<file path="src/rect_fill_command_stream_macros.svh">
// ----------------------------------------------------------------------------
// rect_fill_command_stream_macros.svh
// Assertion shorthands used by rfc_back.
// ----------------------------------------------------------------------------
`ifndef RECT_FILL_COMMAND_STREAM_MACROS_SVH
`define RECT_FILL_COMMAND_STREAM_MACROS_SVH

// Same-cycle implication, masked while reset is asserted.
`define RFC_ASSERT_HOLDS(label, ck, rn, ante, cons, msg) \
    label: assert property (@(posedge ck) disable iff (!rn) (ante) |-> (cons)) \
        else $error(msg);

// Next-cycle implication, masked while reset is asserted.
`define RFC_ASSERT_NEXT(label, ck, rn, ante, cons, msg) \
    label: assert property (@(posedge ck) disable iff (!rn) (ante) |=> (cons)) \
        else $error(msg);

`endif

</file>
<file path="src/rfc_pkg.sv">
// ----------------------------------------------------------------------------
// rfc_pkg
// Shared constants and types of the rectangle fill command stream.
// ----------------------------------------------------------------------------
package rfc_pkg;

    // Coordinate width of the panel (2^COORD_BITS columns/rows at most).
    localparam int COORD_BITS = 10;
    localparam int COUNT_W    = COORD_BITS + 1;

    // Panel size register width, fixed by the config port.
    localparam int SIZE_W = 11;

    // Command queue between front and back.
    localparam int QDEPTH = 4;
    localparam int PTR_W  = $clog2(QDEPTH);
    localparam int QCNT_W = $clog2(QDEPTH + 1);

    // Input word kinds.
    localparam logic KIND_START = 1'b0;
    localparam logic KIND_PULL  = 1'b1;

    // Config register indexes.
    localparam int          CFG_IDX_W        = 2;
    localparam logic [1:0]  CFG_PANEL_WIDTH  = 2'd0;
    localparam logic [1:0]  CFG_PANEL_HEIGHT = 2'd1;

    // Controller command bytes.
    localparam logic [7:0] CMD_COLUMN_SET   = 8'h2A;
    localparam logic [7:0] CMD_PAGE_SET     = 8'h2B;
    localparam logic [7:0] CMD_MEMORY_WRITE = 8'h2C;

    typedef struct packed {
        logic [COORD_BITS-1:0] hi;
        logic [COORD_BITS-1:0] lo;
    } rfc_span_t;

    typedef struct packed {
        logic      kind;
        rfc_span_t col;
        rfc_span_t row;
        logic [15:0] color;
    } rfc_cmd_t;

endpackage

</file>
<file path="src/rfc_front.sv">
// ----------------------------------------------------------------------------
// rfc_front
// Input side: panel size registers, corner ordering and clamping.
// ----------------------------------------------------------------------------
module rfc_front
    import rfc_pkg::*;
(
    input  logic                 clk,
    input  logic                 rst_n,
    input  logic                 cfg_valid,
    output logic                 cfg_ready,
    input  logic [CFG_IDX_W-1:0] cfg_index,
    input  logic [SIZE_W-1:0]    cfg_data,
    input  logic                 s_valid,
    output logic                 s_ready,
    input  logic [79:0]          s_data,
    input  logic                 s_user,
    output logic                 push_valid,
    input  logic                 push_ready,
    output rfc_cmd_t             push_cmd
);

    localparam int CMP_W = COORD_BITS + SIZE_W + 1;

    logic [SIZE_W-1:0]     width_reg;
    logic [SIZE_W-1:0]     height_reg;
    logic [COORD_BITS-1:0] col_top;
    logic [COORD_BITS-1:0] row_top;

    // Highest legal index for a panel size; zero counts as one.
    function automatic logic [COORD_BITS-1:0] top_index(input logic [SIZE_W-1:0] size);
        logic [CMP_W-1:0] s;
        logic [CMP_W-1:0] lim;
        begin
            lim = CMP_W'(1) << COORD_BITS;
            s   = CMP_W'(size);
            if (s == '0)
            begin
                s = CMP_W'(1);
            end
            if (s > lim)
            begin
                s = lim;
            end
            top_index = COORD_BITS'(s - CMP_W'(1));
        end
    endfunction

    function automatic rfc_span_t order_clamp(input logic [15:0] a, input logic [15:0] b,
                                              input logic [COORD_BITS-1:0] top);
        logic [15:0] lo;
        logic [15:0] hi;
        logic [15:0] t16;
        rfc_span_t   r;
        begin
            t16 = 16'(top);
            lo  = (a > b) ? b : a;
            hi  = (a > b) ? a : b;
            if (lo > t16)
            begin
                lo = t16;
            end
            if (hi > t16)
            begin
                hi = t16;
            end
            r.lo = COORD_BITS'(lo);
            r.hi = COORD_BITS'(hi);
            order_clamp = r;
        end
    endfunction

    assign cfg_ready = 1'b1;

    always_ff @(posedge clk or negedge rst_n)
    begin
        if (!rst_n)
        begin
            width_reg  <= SIZE_W'(280);
            height_reg <= SIZE_W'(320);
        end
        else if (cfg_valid && cfg_ready)
        begin
            if (cfg_index == CFG_PANEL_WIDTH)
            begin
                width_reg <= cfg_data;
            end
            if (cfg_index == CFG_PANEL_HEIGHT)
            begin
                height_reg <= cfg_data;
            end
        end
    end

    assign col_top = top_index(width_reg);
    assign row_top = top_index(height_reg);

    // tdata: x_first, y_first, x_second, y_second, fill_color
    always_comb
    begin
        push_cmd.kind  = s_user;
        push_cmd.col   = order_clamp(s_data[15:0], s_data[47:32], col_top);
        push_cmd.row   = order_clamp(s_data[31:16], s_data[63:48], row_top);
        push_cmd.color = s_data[79:64];
    end

    assign push_valid = s_valid;
    assign s_ready    = push_ready;

endmodule

</file>
<file path="src/rfc_queue.sv">
// ----------------------------------------------------------------------------
// rfc_queue
// Short command FIFO decoupling the front and back parts.
// ----------------------------------------------------------------------------
module rfc_queue
    import rfc_pkg::*;
(
    input  logic     clk,
    input  logic     rst_n,
    input  logic     push_valid,
    output logic     push_ready,
    input  rfc_cmd_t push_cmd,
    output logic     head_valid,
    input  logic     pop,
    output rfc_cmd_t head_cmd
);

    rfc_cmd_t          entry_reg [QDEPTH];
    logic [PTR_W-1:0]  wr_ptr_reg;
    logic [PTR_W-1:0]  rd_ptr_reg;
    logic [QCNT_W-1:0] count_reg;
    logic              push;

    function automatic logic [PTR_W-1:0] ptr_inc(input logic [PTR_W-1:0] p);
        begin
            ptr_inc = (p == PTR_W'(QDEPTH - 1)) ? '0 : p + PTR_W'(1);
        end
    endfunction

    assign push_ready = (count_reg != QCNT_W'(QDEPTH));
    assign push       = push_valid && push_ready;
    assign head_valid = (count_reg != '0);
    assign head_cmd   = entry_reg[rd_ptr_reg];

    always_ff @(posedge clk or negedge rst_n)
    begin
        if (!rst_n)
        begin
            wr_ptr_reg <= '0;
            rd_ptr_reg <= '0;
            count_reg  <= '0;
        end
        else
        begin
            if (push)
            begin
                wr_ptr_reg <= ptr_inc(wr_ptr_reg);
            end
            if (pop)
            begin
                rd_ptr_reg <= ptr_inc(rd_ptr_reg);
            end
            if (push && !pop)
            begin
                count_reg <= count_reg + QCNT_W'(1);
            end
            else if (pop && !push)
            begin
                count_reg <= count_reg - QCNT_W'(1);
            end
        end
    end

    always_ff @(posedge clk)
    begin
        if (push)
        begin
            entry_reg[wr_ptr_reg] <= push_cmd;
        end
    end

endmodule

</file>
<file path="src/rfc_back.sv">
// ----------------------------------------------------------------------------
// rfc_back
// Byte sequencer: window preamble, pixel burst and the output register.
// ----------------------------------------------------------------------------
`include "rect_fill_command_stream_macros.svh"

module rfc_back
    import rfc_pkg::*;
(
    input  logic       clk,
    input  logic       rst_n,
    input  logic       head_valid,
    input  rfc_cmd_t   head_cmd,
    output logic       pop,
    output logic       m_valid,
    input  logic       m_ready,
    output logic [7:0] m_data,
    output logic [1:0] m_user,
    output logic       m_last
);

    localparam logic [3:0] STEP_COL_CMD  = 4'd0;
    localparam logic [3:0] STEP_COL_END  = 4'd4;
    localparam logic [3:0] STEP_PAGE_CMD = 4'd5;
    localparam logic [3:0] STEP_ROW_END  = 4'd9;
    localparam logic [3:0] STEP_MEMW_CMD = 4'd10;
    localparam logic [3:0] STEP_BURST    = 4'd11;

    logic                  busy_reg,     busy_next;
    logic [3:0]            step_reg,     step_next;
    logic                  low_half_reg, low_half_next;
    rfc_span_t             col_reg,      col_next;
    rfc_span_t             row_reg,      row_next;
    logic [15:0]           color_reg,    color_next;
    logic [COUNT_W-1:0]    cols_reg,     cols_next;
    logic [COUNT_W-1:0]    rows_reg,     rows_next;
    logic                  out_valid_reg, out_valid_next;
    logic [7:0]            out_byte_reg, out_byte_next;
    logic                  is_data_reg,  is_data_next;
    logic                  burst_reg,    burst_next;
    logic                  last_reg,     last_next;
    logic                  emits;
    logic                  out_load;

    function automatic logic [COUNT_W-1:0] span_len(input rfc_span_t s);
        begin
            span_len = COUNT_W'(s.hi) - COUNT_W'(s.lo) + COUNT_W'(1);
        end
    endfunction

    // Window bytes: start hi, start lo, end hi, end lo.
    function automatic logic [7:0] window_byte(input rfc_span_t s, input logic [1:0] k);
        logic [15:0] lo16;
        logic [15:0] hi16;
        begin
            lo16 = 16'(s.lo);
            hi16 = 16'(s.hi);
            unique case (k)
                2'd0:    window_byte = lo16[15:8];
                2'd1:    window_byte = lo16[7:0];
                2'd2:    window_byte = hi16[15:8];
                default: window_byte = hi16[7:0];
            endcase
        end
    endfunction

    assign emits    = head_valid && (head_cmd.kind == KIND_PULL) && busy_reg;
    assign pop      = head_valid && (!emits || !out_valid_reg || m_ready);
    assign out_load = pop && emits;

    always_comb
    begin
        busy_next     = busy_reg;
        step_next     = step_reg;
        low_half_next = low_half_reg;
        col_next      = col_reg;
        row_next      = row_reg;
        color_next    = color_reg;
        cols_next     = cols_reg;
        rows_next     = rows_reg;
        out_byte_next = 8'h00;
        is_data_next  = 1'b0;
        burst_next    = 1'b0;
        last_next     = 1'b0;

        if (pop && (head_cmd.kind == KIND_START) && !busy_reg)
        begin
            col_next      = head_cmd.col;
            row_next      = head_cmd.row;
            color_next    = head_cmd.color;
            cols_next     = span_len(head_cmd.col);
            rows_next     = span_len(head_cmd.row);
            step_next     = STEP_COL_CMD;
            low_half_next = 1'b0;
            busy_next     = 1'b1;
        end
        else if (out_load)
        begin
            priority if (step_reg == STEP_COL_CMD)
            begin
                out_byte_next = CMD_COLUMN_SET;
            end
            else if (step_reg <= STEP_COL_END)
            begin
                out_byte_next = window_byte(col_reg, 2'(step_reg - 4'd1));
                is_data_next  = 1'b1;
            end
            else if (step_reg == STEP_PAGE_CMD)
            begin
                out_byte_next = CMD_PAGE_SET;
            end
            else if (step_reg <= STEP_ROW_END)
            begin
                out_byte_next = window_byte(row_reg, 2'(step_reg - 4'd6));
                is_data_next  = 1'b1;
            end
            else if (step_reg == STEP_MEMW_CMD)
            begin
                out_byte_next = CMD_MEMORY_WRITE;
            end
            else
            begin
                is_data_next = 1'b1;
                burst_next   = 1'b1;
                if (!low_half_reg)
                begin
                    out_byte_next = color_reg[15:8];
                    low_half_next = 1'b1;
                end
                else
                begin
                    out_byte_next = color_reg[7:0];
                    low_half_next = 1'b0;
                    priority if (cols_reg > COUNT_W'(1))
                    begin
                        cols_next = cols_reg - COUNT_W'(1);
                    end
                    else if (rows_reg > COUNT_W'(1))
                    begin
                        rows_next = rows_reg - COUNT_W'(1);
                        cols_next = span_len(col_reg);
                    end
                    else
                    begin
                        last_next = 1'b1;
                        busy_next = 1'b0;
                        cols_next = '0;
                        rows_next = '0;
                        step_next = STEP_COL_CMD;
                    end
                end
            end
            if (step_reg < STEP_BURST)
            begin
                step_next = step_reg + 4'd1;
            end
        end
    end

    always_comb
    begin
        if (out_load)
        begin
            out_valid_next = 1'b1;
        end
        else if (m_ready)
        begin
            out_valid_next = 1'b0;
        end
        else
        begin
            out_valid_next = out_valid_reg;
        end
    end

    always_ff @(posedge clk or negedge rst_n)
    begin
        if (!rst_n)
        begin
            busy_reg      <= 1'b0;
            step_reg      <= STEP_COL_CMD;
            low_half_reg  <= 1'b0;
            out_valid_reg <= 1'b0;
        end
        else
        begin
            busy_reg      <= busy_next;
            step_reg      <= step_next;
            low_half_reg  <= low_half_next;
            out_valid_reg <= out_valid_next;
        end
    end

    always_ff @(posedge clk)
    begin
        col_reg   <= col_next;
        row_reg   <= row_next;
        color_reg <= color_next;
        cols_reg  <= cols_next;
        rows_reg  <= rows_next;
        if (out_load)
        begin
            out_byte_reg <= out_byte_next;
            is_data_reg  <= is_data_next;
            burst_reg    <= burst_next;
            last_reg     <= last_next;
        end
    end

    assign m_valid = out_valid_reg;
    assign m_data  = out_byte_reg;
    assign m_user  = {burst_reg, is_data_reg};
    assign m_last  = last_reg;

    `RFC_ASSERT_HOLDS(a_last_in_burst, clk, rst_n, m_valid && m_last, m_user[1] && m_user[0], "last byte outside pixel burst")
    `RFC_ASSERT_NEXT(a_last_goes_idle, clk, rst_n, out_load && last_next, !busy_reg && m_valid, "run did not end on last byte")
    `RFC_ASSERT_HOLDS(a_idle_rest, clk, rst_n, !busy_reg, step_reg == STEP_COL_CMD && !low_half_reg, "idle sequencer not at rest")
    `RFC_ASSERT_HOLDS(a_step_range, clk, rst_n, busy_reg, step_reg <= STEP_BURST, "step beyond pixel burst")

endmodule

</file>
<file path="src/rect_fill_command_stream.sv">
// ----------------------------------------------------------------------------
// rect_fill_command_stream - rectangle fill byte stream for an RGB565 panel
// Throughput: one input word per cycle while the queue has room; the sequencer
// retires one queue entry a cycle unless m_axis stalls, and the output register
// accepts a new byte while one is taken; words pass the queue and output register.
// Reset (rst_n low, async): idle, queue empty, output empty, panel 280 x 320.
// ----------------------------------------------------------------------------
module rect_fill_command_stream
    import rfc_pkg::*;
(
    input  logic                 clk,
    input  logic                 rst_n,
    // config write channel: index 0 panel_width, 1 panel_height
    input  logic                 cfg_valid,
    output logic                 cfg_ready,
    input  logic [CFG_IDX_W-1:0] cfg_index,
    input  logic [SIZE_W-1:0]    cfg_data,
    // input words
    input  logic                 s_axis_tvalid,
    output logic                 s_axis_tready,
    input  logic [79:0]          s_axis_tdata,  // x_first, y_first, x_second, y_second, fill_color
    input  logic                 s_axis_tuser,  // kind
    // output bytes
    output logic                 m_axis_tvalid,
    input  logic                 m_axis_tready,
    output logic [7:0]           m_axis_tdata,  // out_byte
    output logic [1:0]           m_axis_tuser,  // is_data, pixel_burst
    output logic                 m_axis_tlast   // last
);

    // Front: orders corners and clamps them against the panel size at accept time.
    // Queue: holds classified words so the sequencer can stall on its own.
    // Back: steps the 11-byte preamble, then two bytes per pixel, with the
    // output register as the skid point toward m_axis.

    logic     push_valid;
    logic     push_ready;
    rfc_cmd_t push_cmd;
    logic     head_valid;
    logic     pop;
    rfc_cmd_t head_cmd;

    rfc_front u_front (
        .clk        (clk),
        .rst_n      (rst_n),
        .cfg_valid  (cfg_valid),
        .cfg_ready  (cfg_ready),
        .cfg_index  (cfg_index),
        .cfg_data   (cfg_data),
        .s_valid    (s_axis_tvalid),
        .s_ready    (s_axis_tready),
        .s_data     (s_axis_tdata),
        .s_user     (s_axis_tuser),
        .push_valid (push_valid),
        .push_ready (push_ready),
        .push_cmd   (push_cmd)
    );

    rfc_queue u_queue (
        .clk        (clk),
        .rst_n      (rst_n),
        .push_valid (push_valid),
        .push_ready (push_ready),
        .push_cmd   (push_cmd),
        .head_valid (head_valid),
        .pop        (pop),
        .head_cmd   (head_cmd)
    );

    rfc_back u_back (
        .clk        (clk),
        .rst_n      (rst_n),
        .head_valid (head_valid),
        .head_cmd   (head_cmd),
        .pop        (pop),
        .m_valid    (m_axis_tvalid),
        .m_ready    (m_axis_tready),
        .m_data     (m_axis_tdata),
        .m_user     (m_axis_tuser),
        .m_last     (m_axis_tlast)
    );

endmodule
</file>
<file path="config.mk">
export PLATFORM = sky130hd
export DESIGN_NAME = rect_fill_command_stream
export DESIGN_NICKNAME = d
export VERILOG_FILES = /design/src/rfc_pkg.sv /design/src/rfc_front.sv /design/src/rfc_queue.sv /design/src/rfc_back.sv /design/src/rect_fill_command_stream.sv
export VERILOG_INCLUDE_DIRS = /design/src /design/src/src
export SDC_FILE = /design/constraint.sdc
export NUM_CORES = 1
export LEC_CHECK = 0
export BUFFER_PORTS_ARGS = -buffer_cell sky130_fd_sc_hd__buf_2
export CORE_ASPECT_RATIO = 0.6
export CORE_MARGIN = 5
export CORE_UTILIZATION = 50
export DETAILED_ROUTE_END_ITERATION = 8
export MAX_ROUTING_LAYER = met4
export PLACE_DENSITY = 0.68
export SYNTH_ARGS = -nofsm -noshare
export SYNTH_HDL_FRONTEND = slang
export SYNTH_SLANG_ARGS = --single-unit
</file>
<file path="constraint.sdc">
create_clock -name clk -period 5.4 [get_ports clk]
set_input_delay 0.81 -clock clk [delete_from_list [all_inputs] [get_ports clk]]
set_output_delay 0.81 -clock clk [all_outputs]
set_load 0.02 [all_outputs]
</file>
==> load_flow_metrics.sql <==
INSERT INTO impl_metrics (metric_group, metric, value, unit) VALUES
('global_route', 'first_global_vias', '12400', ''),
('place', 'hpwlAfterDp', '33.5', 'mm'),
('place', 'place_area', '0.0208', 'sq mm'),
('clock_tree', 'clock_tree_sinks', '353', ''),
('routing', 'routed_wirelength', '44.9', 'mm'),
('worst_setup_path', 'worst_setup_path_start_kind', 'flip-flop', ''),
('status', 'status', 'complete, no violations', ''),
('synthesis', 'gate_count_after_technology_mapping', '1504', ''),
('global_route', 'grt_pass1_wl', '69.8', 'mm'),
('power', 'fin_total_pwr', '11300', 'uW'),
('global_route', 'global_route.usage.total', '0.211', ''),
('synthesis', 'synth-edff-count', '317', ''),
('timing', 'max_slew.worst_pin.slew', '0.896', 'ns'),
('floorplan', 'design.portCount', '113', ''),
('final_layout', 'layout.nets', '1890', ''),
('place', 'port-buffer-count', '111', ''),
('floorplan', 'die_h', '163', 'um'),
('clock_tree', 'hold_buffers', '0', ''),
('synthesis', 'synth.yosys.seq_area_share', '0.534', ''),
('routing', 'drt_first_pass_iters', '5', ''),
('timing', 'finalHoldViolations', '0', ''),
('floorplan', 'placement_rows', '56', ''),
('synthesis', 'async_reset_ff_frac', '0.102', ''),
('synthesis', 'post_synth_main_area_contributors', 'sky130_fd_sc_hd__edfxtp_1 49%, sky130_fd_sc_hd__ha_1 9.5%, sky130_fd_sc_hd__mux4_2 6.6%', ''),
('synthesis', 'synth_top_cell_by_area', 'sky130_fd_sc_hd__edfxtp_1', ''),
('worst_setup_path', 'critical_path_arrival', '5.27', 'ns'),
('floorplan', 'floorplan.initialDensity', '0.503', ''),
('synthesis', 'synth_nets', '1755', ''),
('worst_setup_path', 'setup.worst_path.class', 'reg -> reg', ''),
('routing', 'vias_per_cell', '5.73', ''),
('floorplan', 'core-area', '0.0388', 'sq mm'),
('synthesis', 'yosys.cell_count.top_type', 'sky130_fd_sc_hd__edfxtp_1', ''),
('routing', 'detail_route.iter0.violations', '1063', ''),
('timing', 'finalSetupTns', '0', 'ns'),
('final_layout', 'layout_filler_cell_count', '3146', ''),
('synthesis', 'netlist_top_cells_count', '317 x sky130_fd_sc_hd__edfxtp_1, 148 x sky130_fd_sc_hd__ha_1, 127 x sky130_fd_sc_hd__inv_1', ''),
('timing', 'fmax', '199', 'MHz'),
('routing', 'ant_nets', '0', ''),
('final_layout', 'largest_reg_flops', '228', ''),
('synthesis', 'yosysTopAreaCellShare', '0.488', ''),
('synthesis', 'post_synth_instance_area', '0.0195', 'sq mm'),
('routing', 'drc', '0', ''),
('clock_tree', 'post-cts-setup-buffer-count', '0', ''),
('synthesis', 'syn-mean-instance-area', '13.0', 'sq um'),
('global_route', 'grt_start_max_net_pins', '51', ''),
('clock_tree', 'cts_inserted_buffers', '34', ''),
('timing', 'slew_viol_final', '0', ''),
('worst_setup_path', 'timing.critical_path.fanout_max', '6', ''),
('timing', 'grt_setup_unrepaired', 'no', ''),
('routing', 'num_vias', '12500', ''),
('global_route', 'antenna_found_initial', '2', ''),
('clock_tree', 'max_buffers_root_to_sink', '3', ''),
('global_route', 'grt.overflow.total', '0', ''),
('timing', 'tightest_slew_margin_relative_to_the_limit', '0.403', ''),
('clock_tree', 'htreeDepth', '2', ''),
('routing', 'avgRoutedWirePerCell', '20.5', 'um'),
('floorplan', 'fp.dieW', '265', 'um'),
('timing', 'finalWorstPathRequiredPeriod', '5.02', 'ns'),
('synthesis', 'synthFlopType', 'sky130_fd_sc_hd__edfxtp_1', ''),
('clock_tree', 'cts_tree', 'done', ''),
('clock_tree', 'insertion_delay', '0.52', 'ns'),
('synthesis', 'synthDistinctLibCells', '85', ''),
('synthesis', 'yosys_warnings', '0', ''),
('power', 'areal_power_density_over_the_cells', '517', 'mW/mm^2'),
('synthesis', 'yosys_register_bits', '353', ''),
('job', 'maxCapViolCount', '0', ''),
('final_layout', 'final_area', '0.0219', 'sq mm'),
('timing', 'period_share', '0.929', ''),
('power', 'power.ir.vdd_worst', '272', 'uV'),
('clock_tree', 'cts-resized-gates', '0', ''),
('clock_tree', 'clkTransAtPathRegs', '0.06', 'ns'),
('timing', 'number_of_failing_setup_endpoints_in_the_final_timing_report', '0', ''),
('final_layout', 'layout-area-overhead-vs-synth', '12.3', '%'),
('floorplan', 'design.die.area', '0.0432', 'sq mm'),
('power', 'leakage', '0.00861', 'uW'),
('min_path', 'worstHoldPathType', 'in -> async', ''),
('timing', 'finClkSkew', '0.0135', 'ns'),
('place', 'routabilityCongestion', '0.933', ''),
('clock_tree', 'clock-root-buffer', 'sky130_fd_sc_hd__clkbuf_16', ''),
('final_layout', 'final_layout_size_suffix_gt1_frac', '0.209', ''),
('worst_setup_path', 'cp_data_required_time', '5.65', 'ns'),
('worst_setup_path', 'end_kind', 'flip-flop', '');
worst paths after layout:
check	from	endpoint	slack, ns	cells past startpoint
min in group clk	u_queue.count_reg[2]	u_queue.count_reg[2]	0.50	1
worst max register to register	u_front.width_reg[7]	u_queue.entry_reg[1][39]	0.38	19
max in group asynchronous	rst_n	u_queue.rd_ptr_reg[0]	4.30	1
worst max-delay path	u_front.width_reg[7]	u_queue.entry_reg[1][39]	0.38	19
worst min-delay path	rst_n	u_front.width_reg[7]	0.42	1
worst min register to register	u_queue.count_reg[2]	u_queue.count_reg[2]	0.50	1
logic make-up after synthesis:
logic type | after synthesis | synth area share
flops | 353 | 0.534
other cells | 1 | 0.000192
buf+inv | 185 | 0.0407
mux | 178 | 0.131
simple gates | 312 | 0.0806
compound gates | 283 | 0.0965
fa+ha+maj | 152 | 0.0989
xor+xnor | 40 | 0.0179
power breakdown:
part	internal [uW]	switching (uW)	total [uW]
sequential	3800	368	4160
clock	1370	994	2360
combinational	2010	2800	4810
worst max-delay path, stage by stage, from the launching register on:
cell and delay, ns:
sky130_fd_sc_hd__dfrtp_1 0.40, sky130_fd_sc_hd__or2_2 0.31, sky130_fd_sc_hd__or4_1 0.49, sky130_fd_sc_hd__nor3_1 0.22, sky130_fd_sc_hd__o21ai_0 0.15, sky130_fd_sc_hd__ha_1 0.29
sky130_fd_sc_hd__inv_1 0.16, sky130_fd_sc_hd__or4_1 0.13, sky130_fd_sc_hd__nand3_1 0.07, sky130_fd_sc_hd__o21ai_0 0.18, sky130_fd_sc_hd__inv_1 0.13, sky130_fd_sc_hd__ha_1 0.32
sky130_fd_sc_hd__nand3_1 0.12, sky130_fd_sc_hd__nor3_1 0.24, sky130_fd_sc_hd__nand2_1 0.08, sky130_fd_sc_hd__o221ai_1 0.08, sky130_fd_sc_hd__or4b_1 0.62, sky130_fd_sc_hd__buf_4 0.23
sky130_fd_sc_hd__mux2i_1 0.12, sky130_fd_sc_hd__mux2i_1 0.40
stage by stage:
stage               hold WS, ns  std cells  setup WS (ns)   util
finish                    0.425       2187          0.381  0.565
global route              0.475       2187         0.0423  0.565
CTS                       0.428       2185          0.330  0.565
detailed placement        0.492       2125         -0.150  0.536
global placement          0.492       2125         0.0773  0.536
floorplan                 0.464       1504          0.557      -
routing by layer:
layer / GRT usage / vias up / wire, um
met5: - / - / 0
met4: 0.0355 / 0 / 609
met3: 0.0394 / 42 / 3030
met2: 0.295 / 338 / 18900
met1: 0.326 / 6169 / 22400
li1: - / 5978 / -
placed cells by master, fill, tap and decap left out, types with 10 or more instances in the layout:
| cell | count |
|---|---|
| sky130_fd_sc_hd__mux2i_1 | 73 |
| sky130_fd_sc_hd__o22ai_1 | 11 |
| sky130_fd_sc_hd__xor2_1 | 19 |
| sky130_fd_sc_hd__ha_1 | 148 |
| sky130_fd_sc_hd__o21a_1 | 13 |
| sky130_fd_sc_hd__dfrtp_1 | 29 |
| sky130_fd_sc_hd__xnor2_1 | 21 |
| sky130_fd_sc_hd__o21ai_0 | 76 |
| sky130_fd_sc_hd__a21o_1 | 13 |
| sky130_fd_sc_hd__a211oi_1 | 19 |
| sky130_fd_sc_hd__buf_2 | 111 |
| sky130_fd_sc_hd__nand2b_1 | 18 |
| sky130_fd_sc_hd__nor3_1 | 30 |
| sky130_fd_sc_hd__nand3_1 | 17 |
| sky130_fd_sc_hd__nand2_1 | 86 |
| sky130_fd_sc_hd__nor2b_1 | 17 |
| sky130_fd_sc_hd__nor2_1 | 80 |
| sky130_fd_sc_hd__buf_4 | 43 |
| sky130_fd_sc_hd__o31ai_1 | 11 |
| sky130_fd_sc_hd__clkbuf_1 | 10 |
| sky130_fd_sc_hd__mux2_2 | 44 |
| sky130_fd_sc_hd__inv_1 | 126 |
| sky130_fd_sc_hd__mux4_2 | 57 |
| sky130_fd_sc_hd__edfxtp_1 | 317 |
| sky130_fd_sc_hd__a21oi_1 | 63 |
| sky130_fd_sc_hd__clkbuf_16 | 37 |
final cells by class:
class / instances / area [sq um] / area share
Antenna cell: 2 / 5.00 / 0.000228
Clock buffer: 48 / 977 / 0.0446
Clock inverter: 12 / 129 / 0.00588
Inverter: 128 / 480 / 0.0219
Multi-Input combinational cell: 966 / 8340 / 0.380
Sequential cell: 353 / 10400 / 0.476
Tap cell: 522 / 653 / 0.0298
Timing Repair Buffer: 156 / 918 / 0.0419
(Power assumes the default switching activity.)
